`src/ftr_pkg.sv`:
```
// Shared types and constants for the fan throttle ramp and bridge PWM block.
// No dependencies; used by every module of the block.
`default_nettype none

package ftr_pkg;

    localparam int PCT_W  = 8;
    localparam int MAG_W  = 7;
    localparam int DUTY_W = 10;

    typedef logic signed [PCT_W-1:0] t_pct;
    typedef logic [MAG_W-1:0]        t_mag;
    typedef logic [DUTY_W-1:0]       t_duty;

    localparam t_pct STEP_PCT   = 8'sd5;
    localparam t_pct SWEEP_HIGH = 8'sd100;
    localparam t_pct SWEEP_LOW  = 8'sd30;
    localparam t_pct PCT_MAX    = 8'sd100;
    localparam t_pct PCT_MIN    = -8'sd100;
    localparam int   FULL_PCT   = 100;

    // configuration register indexes
    localparam logic CFG_TARGET = 1'b0;
    localparam logic CFG_SWEEP  = 1'b1;

    typedef struct packed {
        t_pct target;   // saturated to -100..100
        logic sweep;
    } t_cfg;

endpackage

`default_nettype wire

```
`src/ftr_cfg.sv`:
```
// Configuration registers: throttle target and sweep enable.
// Depends on ftr_pkg.
`default_nettype none

module ftr_cfg (
    input  wire              i_clk,
    input  wire              i_rst_n,
    input  wire              i_cfg_we,
    input  wire              i_cfg_idx,
    input  wire  [7:0]       i_cfg_data,
    output ftr_pkg::t_cfg    o_cfg
);

    ftr_pkg::t_pct r_target;
    logic          r_sweep;

    always_ff @(posedge i_clk) begin
        if (!i_rst_n) begin
            r_target <= '0;
            r_sweep  <= 1'b0;
        end else if (i_cfg_we) begin
            case (i_cfg_idx)
                ftr_pkg::CFG_TARGET: r_target <= ftr_pkg::t_pct'(i_cfg_data);
                ftr_pkg::CFG_SWEEP:  r_sweep  <= i_cfg_data[0];
                default: ;
            endcase
        end
    end

    // saturate out-of-range targets
    always_comb begin
        o_cfg.sweep = r_sweep;
        if (r_target > ftr_pkg::PCT_MAX) begin
            o_cfg.target = ftr_pkg::PCT_MAX;
        end else if (r_target < ftr_pkg::PCT_MIN) begin
            o_cfg.target = ftr_pkg::PCT_MIN;
        end else begin
            o_cfg.target = r_target;
        end
    end

endmodule

`default_nettype wire

```
`src/ftr_step.sv`:
```
// Throttle state and per-tick update: slew toward target or 30..100 sweep.
// Depends on ftr_pkg.
`default_nettype none

module ftr_step (
    input  wire              i_clk,
    input  wire              i_rst_n,
    input  ftr_pkg::t_cfg    i_cfg,
    input  wire              i_advance,
    input  wire              i_tick,
    output ftr_pkg::t_pct    o_level
);

    ftr_pkg::t_pct     r_level;
    logic              r_down;
    ftr_pkg::t_pct     n_level;
    logic              n_down;
    ftr_pkg::t_pct     w_swp;
    logic signed [8:0] w_diff;

    assign w_swp  = r_down ? (r_level - ftr_pkg::STEP_PCT) : (r_level + ftr_pkg::STEP_PCT);
    assign w_diff = $signed({i_cfg.target[7], i_cfg.target}) - $signed({r_level[7], r_level});

    always_comb begin
        n_level = r_level;
        n_down  = r_down;
        if (i_advance && i_tick) begin
            if (i_cfg.sweep) begin
                if (w_swp >= ftr_pkg::SWEEP_HIGH || w_swp <= ftr_pkg::SWEEP_LOW) begin
                    n_down = ~r_down;
                end
                if (w_swp > ftr_pkg::SWEEP_HIGH) begin
                    n_level = ftr_pkg::SWEEP_HIGH;
                end else if (w_swp < ftr_pkg::SWEEP_LOW) begin
                    n_level = ftr_pkg::SWEEP_LOW;
                end else begin
                    n_level = w_swp;
                end
            end else begin
                if (w_diff < 9'sd5 && w_diff > -9'sd5) begin
                    n_level = i_cfg.target;
                end else if (w_diff > 9'sd0) begin
                    n_level = r_level + ftr_pkg::STEP_PCT;
                end else begin
                    n_level = r_level - ftr_pkg::STEP_PCT;
                end
            end
        end
    end

    always_ff @(posedge i_clk) begin
        if (!i_rst_n) begin
            r_level <= '0;
            r_down  <= 1'b0;
        end else begin
            r_level <= n_level;
            r_down  <= n_down;
        end
    end

    assign o_level = n_level;

endmodule

`default_nettype wire

```
`src/ftr_duty.sv`:
```
// Duty lookup: floor(|level| * DUTY_MAX / 100), steered to bridge side A or B.
// Depends on ftr_pkg; table built at elaboration from DUTY_MAX.
`default_nettype none

module ftr_duty #(
    parameter int DUTY_MAX = 1023
) (
    input  ftr_pkg::t_pct   i_level,
    output ftr_pkg::t_duty  o_duty_a,
    output ftr_pkg::t_duty  o_duty_b
);

    localparam int LutDepth = 2 ** ftr_pkg::MAG_W;

    typedef ftr_pkg::t_duty t_lut [LutDepth];

    function automatic t_lut f_build_lut();
        t_lut        lut;
        logic [31:0] prod;
        for (int m = 0; m < LutDepth; m++) begin
            prod = (32'(m) * 32'(DUTY_MAX)) / ftr_pkg::FULL_PCT;
            if (prod > 32'(DUTY_MAX)) begin
                prod = 32'(DUTY_MAX);
            end
            lut[m] = prod[ftr_pkg::DUTY_W-1:0];
        end
        return lut;
    endfunction

    localparam t_lut DutyLut = f_build_lut();

    ftr_pkg::t_pct  w_abs;
    ftr_pkg::t_mag  w_mag;
    ftr_pkg::t_duty w_duty;

    assign w_abs  = i_level[7] ? -i_level : i_level;
    assign w_mag  = w_abs[ftr_pkg::MAG_W-1:0];
    assign w_duty = DutyLut[w_mag];

    assign o_duty_a = (i_level > 8'sd0) ? w_duty : '0;
    assign o_duty_b = (i_level < 8'sd0) ? w_duty : '0;

endmodule

`default_nettype wire

```
`src/fan_throttle_ramp_pwm.sv`:
```
// Fan throttle slew-rate limiter with bridge PWM duty outputs (top level).
// Registers: input register, then result register, with the level update and duty lookup
// between them in one stage; a stalled result transfer holds both registers.
// Throughput: one tick per cycle while the result transfer is not stalled.
// Reset (synchronous, active low) clears the level to 0, sweep direction upward,
// target 0, sweep off, and empties both pipeline registers. Uses ftr_cfg, ftr_step, ftr_duty.
`default_nettype none

module fan_throttle_ramp_pwm #(
    parameter int DUTY_MAX = 1023
) (
    input  wire                   i_clk,
    input  wire                   i_rst_n,
    input  wire                   i_cfg_we,
    input  wire                   i_cfg_idx,
    input  wire  [7:0]            i_cfg_data,
    input  wire                   i_in_valid,
    output logic                  o_in_ready,
    input  wire                   i_tick,
    output logic                  o_out_valid,
    input  wire                   i_out_ready,
    output ftr_pkg::t_pct         o_throttle_now,
    output ftr_pkg::t_duty        o_side_a_duty,
    output ftr_pkg::t_duty        o_side_b_duty
);

    ftr_pkg::t_cfg  w_cfg;
    ftr_pkg::t_pct  w_level;
    ftr_pkg::t_duty w_duty_a;
    ftr_pkg::t_duty w_duty_b;
    logic           w_move;

    logic           r_in_valid;
    logic           r_in_tick;
    logic           r_out_valid;
    ftr_pkg::t_pct  r_throttle;
    ftr_pkg::t_duty r_duty_a;
    ftr_pkg::t_duty r_duty_b;

    assign w_move     = r_in_valid && (!r_out_valid || i_out_ready);
    assign o_in_ready = !r_in_valid || w_move;

    ftr_cfg u_cfg (
        .i_clk      (i_clk),
        .i_rst_n    (i_rst_n),
        .i_cfg_we   (i_cfg_we),
        .i_cfg_idx  (i_cfg_idx),
        .i_cfg_data (i_cfg_data),
        .o_cfg      (w_cfg)
    );

    ftr_step u_step (
        .i_clk     (i_clk),
        .i_rst_n   (i_rst_n),
        .i_cfg     (w_cfg),
        .i_advance (w_move),
        .i_tick    (r_in_tick),
        .o_level   (w_level)
    );

    ftr_duty #(
        .DUTY_MAX (DUTY_MAX)
    ) u_duty (
        .i_level  (w_level),
        .o_duty_a (w_duty_a),
        .o_duty_b (w_duty_b)
    );

    always_ff @(posedge i_clk) begin
        if (!i_rst_n) begin
            r_in_valid  <= 1'b0;
            r_out_valid <= 1'b0;
        end else begin
            if (o_in_ready) begin
                r_in_valid <= i_in_valid;
            end
            if (w_move) begin
                r_out_valid <= 1'b1;
            end else if (i_out_ready) begin
                r_out_valid <= 1'b0;
            end
        end
    end

    always_ff @(posedge i_clk) begin
        if (o_in_ready && i_in_valid) begin
            r_in_tick <= i_tick;
        end
        if (w_move) begin
            r_throttle <= w_level;
            r_duty_a   <= w_duty_a;
            r_duty_b   <= w_duty_b;
        end
    end

    assign o_out_valid    = r_out_valid;
    assign o_throttle_now = r_throttle;
    assign o_side_a_duty  = r_duty_a;
    assign o_side_b_duty  = r_duty_b;

endmodule

`default_nettype wire

```
`config.mk`:
```
export PLATFORM = sky130hd
export DESIGN_NAME = fan_throttle_ramp_pwm
export DESIGN_NICKNAME = d
export VERILOG_FILES = /design/src/ftr_pkg.sv /design/src/ftr_cfg.sv /design/src/ftr_step.sv /design/src/ftr_duty.sv /design/src/fan_throttle_ramp_pwm.sv
export SDC_FILE = /design/constraint.sdc
export NUM_CORES = 1
export LEC_CHECK = 0
export BUFFER_PORTS_ARGS = -buffer_cell sky130_fd_sc_hd__buf_2
export CAP_MARGIN = 15
export CORE_MARGIN = 5
export CORE_UTILIZATION = 40
export CTS_BUF_LIST = sky130_fd_sc_hd__clkbuf_2 sky130_fd_sc_hd__clkbuf_4 sky130_fd_sc_hd__clkbuf_8
export CTS_CLUSTER_SIZE = 12
export DETAILED_ROUTE_END_ITERATION = 12
export SLEW_MARGIN = 0
export SYNTH_ARGS = -nofsm -noshare
export SYNTH_HDL_FRONTEND = slang
export SYNTH_SLANG_ARGS = --single-unit
```
`constraint.sdc`:
```
create_clock -name i_clk -period 7.9 [get_ports i_clk]
set_clock_uncertainty 0.05 [all_clocks]
set_input_delay 0 -clock i_clk [delete_from_list [all_inputs] [get_ports i_clk]]
set_output_delay 0 -clock i_clk [all_outputs]
set_load 0.005 [all_outputs]
```
; ---- After elaboration in Yosys (flattened, before gate mapping)
; Memory sizes are Yosys's and may differ from the RTL's.
; Index checks and enable logic that the tools add are counted.
[op_classes]
order_cmp = 12
n_mux = 14
bitwise = 3
n_reduce_logical = 13
n_addsub = 4
[ops]
columns = operator, n
row1 = $mux 8, 9
row2 = $mux 10, 2
row3 = $ge 8x8->1 const B, 2
row4 = $gt 8x8->1 const B, 2
row5 = $gt 9x1->1 const B, 1
row6 = $gt 9x4->1 const B, 1
row7 = $lt 9x4->1 const B, 1
row8 = $sub 8x8->9, 1
row9 = $add 8x4->8 const B, 1
row10 = $gt 8x1->1 const B, 1
row11 = $le 8x6->1 const B, 1
row12 = $lt 8x1->1 const B, 1
row13 = $lt 8x6->1 const B, 1
row14 = $lt 8x8->1 const B, 1
row15 = $not 7->8, 1
row16 = $sub 8x4->8 const B, 1
row17 = $mux 7, 1
row18 = $neg 7->7, 1
row19 = $logic_and 1x1->1, 4
row20 = $reduce_and 2->1, 2
row21 = $logic_or 1x1->1, 3
row22 = $reduce_and 3->1, 1
row23 = $logic_not 1->1, 2
row24 = $mux 1, 2
row25 = other kinds (2), 3
[totals]
reg_bits = 49
in_bits = 15
mem_count = 1
wordCells = 57
rom_bits = 1280
out_inout_bits = 30
[memory_table]
columns = memory, depth, width, read_ports, rd_clocked_by_memory_dff, write_ports, line
row1 = (no name shown), 128, 10, 1, 0, 0, ftr_duty.sv:38  ; assign w_duty = DutyLut[w_mag];

; ---- Logic depth before layout (Yosys ltp)
; Gate-level depths: netlist of run 1.
[depth]
depth_word = 15
ltp_mapped = 30
depth_no_buf = 29

; ---- By module
; A second synthesis of run 1 with hierarchy kept.
[hier_totals]
cells_unflattened = 723
area_unflattened_um2 = 5626.6
[by_module_without_submodules]
columns = module, cells_each, area_each_um2, seq_area_each_um2, n_inst
row1 = ftr_duty, 407, 2483.6, 0.0, 1
row2 = ftr_step, 226, 1689.1, 180.2, 1
row3 = fan_throttle_ramp_pwm, 38, 974.7, 910.9, 1
row4 = ftr_cfg, 52, 479.2, 180.2, 1

; ---- Least setup slack after synthesis of run 1
; No wires, ideal clock.
[synth_path]
kind = flip-flop to flip-flop
startpoint = register u_cfg.r_target[4]
endpoint = register r_duty_a[3] (netlist: o_side_a_duty[3]) (data pin)
t_arrival_ns = 6.504
required_ns = 7.555
setup_slack_ns = 1.051
stages_incl_launch_ff = 29
path_buffers = 2
setup_time_ns = 0.295
period_less_slack_ns = 6.849
path_cell_list = dfxtp_1 a311o_1 nand2_1 ha_1 or3_1 ha_1 buf_2 and3_1 nor2_1 o211ai_1 o21ai_0 o2bb2ai_1 mux2_2 a21oi_1 clkinv_1 ha_1 clkbuf_1 nor2_1 nor2_1 inv_1 ha_1 or2_2 mux2i_1 a22oi_1 o22ai_1 o21ai_0 a221o_1 a31oi_1 nor2_1
[synth_between]
elab_chain_cells = 15
elab_cells_between_ends = 20
classes_between = add/sub (2) / order compare (6) / mux (9) / bitwise (1) / reduce/logical (1) / memory (1)
[synth_rtl]
columns = item, line
row1 = start: declaration, ftr_cfg.sv:14  ; ftr_pkg::t_pct r_target;
row2 = start signal: assignment, ftr_cfg.sv:23  ; ftr_pkg::CFG_TARGET: r_target <= ftr_pkg::t_pct'(i_cfg_data);
row3 = $lt 8x8->1, ftr_cfg.sv:35  ; end else if (r_target < ftr_pkg::PCT_MIN) begin
row4 = $mux 8, ftr_cfg.sv:35
row5 = $mux 8 *, ftr_cfg.sv:33  ; if (r_target > ftr_pkg::PCT_MAX) begin
row6 = $sub 8x8->9, ftr_step.sv:22  ; assign w_diff = $signed({i_cfg.target[7], i_cfg.target}) - $signed({r_level[7], r_level});
row7 = $gt 9x1->1 (tied with other cells), ftr_step.sv:42  ; end else if (w_diff > 9'sd0) begin
row8 = $mux 8 or $logic_and 1x1->1 (tied branches), "ftr_step.sv:42, ftr_step.sv:40"
row9 = $mux 8 *, ftr_step.sv:40  ; if (w_diff < 9'sd5 && w_diff > -9'sd5) begin
row10 = $mux 8 *, ftr_step.sv:28  ; if (i_cfg.sweep) begin
row11 = $mux 8 *, ftr_step.sv:27  ; if (i_advance && i_tick) begin
row12 = $neg 7->7, ftr_duty.sv:36  ; assign w_abs = i_level[7] ? -i_level : i_level;
row13 = $mux 7, ftr_duty.sv:36
row14 = $not 7->8 (implied by the code), ftr_duty.sv:38
row15 = $mem_v2 128x10, n/a
row16 = $mux 10 (implied by the code) (2 in a row), ftr_duty.sv:38
row17 = end signal: assignment, fan_throttle_ramp_pwm.sv:91  ; r_duty_a <= w_duty_a;
row18 = end: declaration, fan_throttle_ramp_pwm.sv:37  ; ftr_pkg::t_duty r_duty_a;
; Mark *: on every way between the ends. The rest lies on a longest branch, timed or not. The select of a mux whose other input is x is not followed.
; A chain may end at the register's enable or synchronous reset.

; ---- Worst setup path in the final report of run 1
[layout_path]
startpoint = register u_cfg.r_target[3]
endpoint = register r_duty_a[3] (netlist: o_side_a_duty[3]) (data pin)
; Same word-level chain as after synthesis.

==> Flow_metrics.wiki, run 1 <==
{| class="wikitable"
! Metric !! Value
|-
| Number of vias after detailed routing || slightly above 6k
|-
| CP Class || flip-flop to flip-flop
|-
| First-pass iteration count of the detailed router || 6
|-
| Number of nets in the synthesized netlist || 785
|-
| Global routing usage on met2 || around two fifths
|-
| Synth cell types || slightly above 90
|-
| Number of clock sinks seen by CTS || 49
|-
| Maxcap violations || 0
|-
| Post-detailed-route DRC marker count || 0
|-
| Number of DRC markers after the initial detailed-route iteration || 1023
|-
| Cell area after synthesis || roughly 5700 sq um
|-
| Hold Path Class || input port to flip-flop
|-
| Total track usage || between 20 and 25%
|-
| Worst slack at placement || between 0.3 and 0.4 ns
|-
| Number of hold-slack violations in the final timing report || 0
|-
| TritonCTS Buffers || 5
|-
| Commonest non-fill, non-tap cells in the layout || 78 x nor2_1, 58 x nand2_1, 44 x buf_2
|-
| Setup TNS || 0 ns
|-
| Kind of cell with the highest combined delay on the critical path || compound AO/OA/AOI/OAI gates
|-
| Post-Syn Area per Cell || 7.61 sq um
|-
| Worst setup slack after layout || roughly 0.58 ns
|-
| Most common library cell in the layout ignoring fill and taps || nor2_1
|-
| Largest net degree at the start of global routing || 30
|-
| Critical path buffer and inverter count || 5
|-
| Met1 Use GR || between 20 and 30%
|-
| Leakage Power || 2.35 nW
|-
| Via count of the first global-routing pass || ~6k
|-
| Data arrival, critical path || ~7.3 ns
|-
| Maximum resistive drop on vdd || ~110 uV
|-
| Die area || ~17000 sq um
|-
| Final cycle utilization of the critical path || between 90 and 100%
|-
| Number of fill cells in the layout || around 1.4k
|-
| Number of enable-type register cells in the synthesized netlist || 29
|-
| Largest stage delay on the critical path || around 0.5 ns
|-
| Crit-path max FO || 13
|-
| Sequential element share of the synthesized area || 22.5%
|-
| Global-route wire length before repair || 31100 um
|-
| Gp weighted congestion || 0.968
|-
| Number of nets in the final layout || 812
|-
| DRT Wirelength || about 19000 um
|-
| Post-route total power || slightly below 2 mW
|-
| Worst rel slew slack || around two fifths
|-
| CTS tree || yes
|-
| Post-layout min period || around 7.3 ns
|-
| Die H || between 100 and 150 um
|-
| Number of cells produced by synthesis || roughly 740
|-
| Kind of end point of the critical path || flip-flop
|-
| Finish-stage setup viols || 0
|-
| Number of antenna violations at the first check in global routing || 0
|-
| Antenna Violating Nets Remaining || 0
|-
| Starting utilization of the core area || between 40 and 50%
|-
| Bufs on Longest Clock Path || 2
|-
| FF+latch count, synth || about 50
|-
| Async SR Flop Fraction || 0%
|-
| Overall die width || ~130 um
|-
| Buffer type at the clock tree root || clkbuf_8
|-
| Remaining global-route overflow || 0
|-
| Clock network latency to the later pin of the worst-skew pair || ~0.32 ns
|-
| Detailed Place HPWL || between 10000 and 15000 um
|-
| Fmax || 0.137 GHz
|-
| Max-slew violation count || 0
|-
| Core area || 13900 sq um
|-
| Mean routed wirelength per cell || 20.3 um
|-
| Count of buffers from port buffering || 44
|-
| Most used routing layer in global routing || met2
|-
| Number of warnings reported in the yosys synthesis log || 0
|-
| Pin slew with the least headroom to its limit || approximately 0.92 ns
|-
| Top_reg_cell synth || edfxtp_1
|-
| Startpoint type of the worst setup path || flip-flop
|-
| Run status || finished clean
|-
| Number of placement rows || between 40 and 50
|-
| Cell type with the highest occurrence count on the critical path || ha_1
|-
| Clock Pin Slew Worst Setup and Hold Paths || 0.10 ns
|-
| # IOs || 45
|-
| Total number of H-tree levels || 2
|-
| Antenna diode instance count || 0
|-
| CP Data Required Time || between 7 and 8 ns
|-
| Slowest cell on the critical path || nor4_1
|-
| Hold Worst Slack || ~0.027 ns
|-
| GRT met3 Usage || 2.37%
|-
| Unrepaired setup endpoints after global routing || false
|-
| Ratio of cells with drive above 1 in the final layout || a little over an eighth
|-
| Power density normalized to cell area || 317 nW/um^2
|-
| Routed via count divided by cell count || around 6.5
|-
| Area Growth Syn to Fin || 10.3%
|}
final cells by class:
class | instances | area (sq um) | area share, %
multi-input combinational | 606 | 4030 | 64.5
sequential | 49 | 1270 | 20.4
timing repair buffer | 79 | 515 | 8.26
tap | 180 | 225 | 3.61
inverter | 30 | 113 | 1.80
clock buffer | 5 | 68.8 | 1.10
clock inverter | 3 | 25.0 | 0.401
registers in the layout (all words and copies together), names as in the netlist:
| signal | cells |
|---|---|
| o_out_valid | 1 |
| o_side_a_duty | 10 |
| o_side_b_duty | 10 |
| o_throttle_now | 8 |
| r_in_tick | 1 |
| r_in_valid | 1 |
| u_cfg.r_sweep | 1 |
| u_cfg.r_target | 8 |
| u_step.r_down | 1 |
| u_step.r_level | 8 |
timing repair:
| action | 4_1_cts | 5_1_grt |
|---|---|---|
| endpoints found under the setup margin | 0 | 4 |
| setup buffers | 0 | 1 |
| endpoints found under the hold margin | 13 | 0 |
| gates resized for setup | 0 | 3 |
| hold buffers | 13 | 0 |
cell usage after synthesis, drive strengths merged, types with 22 or more instances:
master,instances,area share [%]
nor2,80,5.3
nand2,58,3.8
o21ai,46,4.1
a21oi,42,3.8
clkbuf,34,2.3
edfxtp,29,15
inv,29,1.9
buf,25,2.5
ha,25,5.5
nand3,25,2.2
nor3,24,2.2
nor2b,22,2.4
routing by layer:
metal,share of wire [%],vias to the layer above
met5,0,-
met4,3.9,0
met3,6.6,77
met2,48,297
met1,42,2916
li1,-,2857
kinds of logic (layout without fill, tap and decap cells):
family	after synthesis	count (layout)	share of synthesized area [%]
flip-flops	49	49	22.5
AO/OA/AOI/OAI	248	248	31.8
XOR/XNOR	23	23	3.96
AND/OR/NAND/NOR	290	290	25.7
multiplexers	18	18	3.32
adder cells (fa/ha/maj)	27	27	6.06
buffers and inverters	89	117	6.70
metrics by stage:
step / cells / instance area (sq um) / util, %
6_report: 952 / 6240 / 45.0
5_1_grt: 952 / 6240 / 45.0
4_1_cts: 951 / 6220 / 44.8
3_5_place_dp: 930 / 6000 / 43.2
3_3_place_gp: 930 / 6000 / 43.2
2_1_floorplan: 744 / 5660 / -
power by group:
| group | switching, mW | internal (mW) | leakage [nW] | total (mW) |
|---|---|---|---|---|
| Clock | 0.0926 | 0.0640 | 0.0447 | 0.157 |
| Sequential | 0.0267 | 0.326 | 0.443 | 0.353 |
| Combinational | 0.947 | 0.525 | 1.87 | 1.47 |
| Total | 1.07 | 0.915 | 2.35 | 1.98 |
worst register-to-register path: cells and delay by family, from the launching register on:
family	cells	cell delay [ns]
DFF	1	0.40
AOI/OAI and AO/OA	11	2.50
buffers and inverters	5	0.71
adders and majority gates	4	1.49
and+or+nand+nor	6	1.43
muxes	2	0.52
worst paths after layout:
path                        to  slack, ns               from  depth (start not counted)
min          u_cfg.r_target[5]       0.03            i_rst_n                          2
max reg2reg   o_side_a_duty[3]       0.58  u_cfg.r_target[3]                         28
min reg2reg  u_cfg.r_target[1]       0.49  u_cfg.r_target[1]                          2
max           o_side_a_duty[3]       0.58  u_cfg.r_target[3]                         28
No activity file was read; power rests on OpenSTA's default activity.
==> run 2, diff against run 1 <==
Settings changed: MAX_ROUTING_LAYER set to met4.
==> run 2 against run 1 <==
Effect of this change: total power grew 0.57%; sequential power about the same; setup slack improved by 0.0069 ns; count of clock-buffer cells in the layout stayed put; die area stayed put; critical path type unchanged; critical endpoint is now o_side_b_duty[3]; global-route usage grew 1.2 points; hold slack better by 0.015 ns; highest routed layer unchanged; first-iteration DRC count shrank 5.8%; largest power group unchanged; final cell count increased by 0.21%; wire length grew 1.8%; via count shrank 0.63%.
==> Flow_metrics.wiki, run 2 (same netlist as run 1, synthesis figures left out) <==
{| class="wikitable"
! Metric !! Value
|-
| Routed via count divided by cell count || roughly 6.4
|-
| Bufs on Longest Clock Path || 2
|-
| Data arrival, critical path || roughly 7.3 ns
|-
| First-pass iteration count of the detailed router || 7
|-
| Buffer type at the clock tree root || clkbuf_8
|-
| Worst rel slew slack || 38.5%
|-
| Number of placement rows || 43
|-
| Post-detailed-route DRC marker count || 0
|-
| Count of buffers from port buffering || between 40 and 50
|-
| Clock network latency to the later pin of the worst-skew pair || around 0.32 ns
|-
| Post-route cell area || approximately 6300 sq um
|-
| Final cycle utilization of the critical path || 92.6%
|-
| Total number of H-tree levels || 2
|-
| Post-layout min period || ~7.3 ns
|-
| Gp weighted congestion || between 0.9 and 1
|-
| Die H || ~130 um
|-
| Hold Path Class || input port to flip-flop
|-
| Pin slew with the least headroom to its limit || between 0.9 and 1 ns
|-
| Setup TNS || 0 ns
|-
| Detailed Place HPWL || 14200 um
|-
| Overall die width || ~130 um
|-
| Number of nets in the final layout || 814
|-
| Commonest non-fill, non-tap cells in the layout || 78 x nor2_1, 58 x nand2_1, 44 x buf_2
|-
| Leakage Power || ~2.4 nW
|-
| Antenna diode instance count || 0
|-
| Ratio of cells with drive above 1 in the final layout || 13.6%
|-
| Number of hold-slack violations in the final timing report || 0
|-
| Number of clock sinks seen by CTS || 49
|-
| Number of vias after detailed routing || 6108
|-
| Starting utilization of the core area || around 41%
|-
| Area Growth Syn to Fin || 10.5%
|-
| Maximum resistive drop on vdd || ~120 uV
|-
| DRT Wirelength || about 20000 um
|-
| Antenna Violating Nets Remaining || 0
|-
| Number of DRC markers after the initial detailed-route iteration || 964
|-
| Remaining global-route overflow || 0
|-
| Startpoint type of the worst setup path || flip-flop
|-
| Mean routed wirelength per cell || slightly above 20 um
|-
| Unrepaired setup endpoints after global routing || false
|-
| Crit-path max FO || 13
|-
| Finish-stage setup viols || 0
|-
| Number of antenna violations at the first check in global routing || 0
|-
| Maxcap violations || 0
|-
| Global-route wire length before repair || between 30000 and 40000 um
|-
| Core area || roughly 14000 sq um
|-
| Clock Pin Slew Worst Setup and Hold Paths || about 0.090 ns
|-
| CP Data Required Time || about 8 ns
|-
| Die area || between 15000 and 20000 sq um
|-
| CTS tree || yes
|-
| Power density normalized to cell area || between 300 and 400 nW/um^2
|-
| CP Class || flip-flop to flip-flop
|-
| Fmax || approximately 0.14 GHz
|-
| Total track usage || 24.3%
|-
| Kind of end point of the critical path || flip-flop
|-
| Utilization of the core after routing || 45.0%
|-
| Placed standard-cell area || 6020 sq um
|-
| Most common library cell in the layout ignoring fill and taps || nor2_1
|-
| Via count of the first global-routing pass || 5778
|-
| Run status || finished clean
|-
| TritonCTS Buffers || 5
|-
| Max-slew violation count || 0
|-
| Largest net degree at the start of global routing || 30
|-
| # IOs || 45
|}
## run 2: cell types whose count changed in the layout (fill, tap and decap cells not counted), sizes merged
cell    delta
buf        +2
inv        +1
clkinv     -1
## run 2: final timing paths
check                    start                end  slack (ns)  cells after the start
max          u_cfg.r_target[4]   o_side_b_duty[3]        0.59                     27
min                    i_rst_n  u_step.r_level[6]        0.04                      2
max reg2reg  u_cfg.r_target[4]   o_side_b_duty[3]        0.59                     27
min reg2reg  u_cfg.r_target[1]  u_cfg.r_target[1]        0.50                      2
## run 2: report_power, final
group	internal (mW)	total, mW	switching [mW]
Sequential	0.326	0.353	0.0264
Combinational	0.526	1.48	0.956
Clock	0.0646	0.158	0.0938
Total	0.916	1.99	1.08
## run 2: per-stage QoR
stage          hold WS [ns]  total power [mW]  cells  worst slack, ns
5_1_grt              0.0570              2.13    954           0.0619
4_1_cts              0.0345              1.96    954            0.572
2_1_floorplan        0.0489              1.39    744             1.05
3_3_place_gp          0.130              1.80    933            0.737
3_5_place_dp          0.131              1.79    933            0.594
6_report             0.0428              1.99    954            0.588
## run 2: final cells by class
| cell class | instances | area (sq um) |
|---|---|---|
| clock buffer | 5 | 68.8 |
| clock inverter | 3 | 25.0 |
| fill | 1391 | 7630 |
| inverter | 30 | 113 |
| multi-input combinational | 606 | 4020 |
| sequential | 49 | 1270 |
| tap | 180 | 225 |
| timing repair buffer | 81 | 531 |
## run 2: timing repair
item	CTS	global route
setup buffers	0	0
endpoints found under the hold margin	13	0
hold buffers	13	0
gates resized for setup	0	2
endpoints found under the setup margin	0	4
## run 2: routing by layer
metal	vias to the layer above	part of all wire (%)	global-route usage, %
met4	0	2.1	7.10
met1	2865	41	30.8
met5	-	0	-
li1	2875	-	-
met2	320	50	40.7
met3	48	6.8	2.62
## run 2: worst max-delay path: stages (launching register included)
cell       delay, ns
dfxtp_1         0.35
a311o_1         0.35
nand2_1         0.07
ha_1            0.26
or3_1           0.39
ha_1            0.49
and3_1          0.24
o22ai_1         0.08
a211oi_1        0.35
nand4_1         0.20
o2bb2ai_1       0.40
mux2_2          0.38
a21oi_1         0.21
clkinv_1        0.15
ha_1            0.47
nor2_1          0.18
nor2_2          0.26
inv_1           0.17
ha_1            0.21
buf_4           0.18
or2_2           0.30
mux2i_1         0.14
a22oi_1         0.09
o22ai_1         0.30
o21ai_0         0.15
a221o_1         0.36
a31oi_1         0.23
nor2_1          0.06
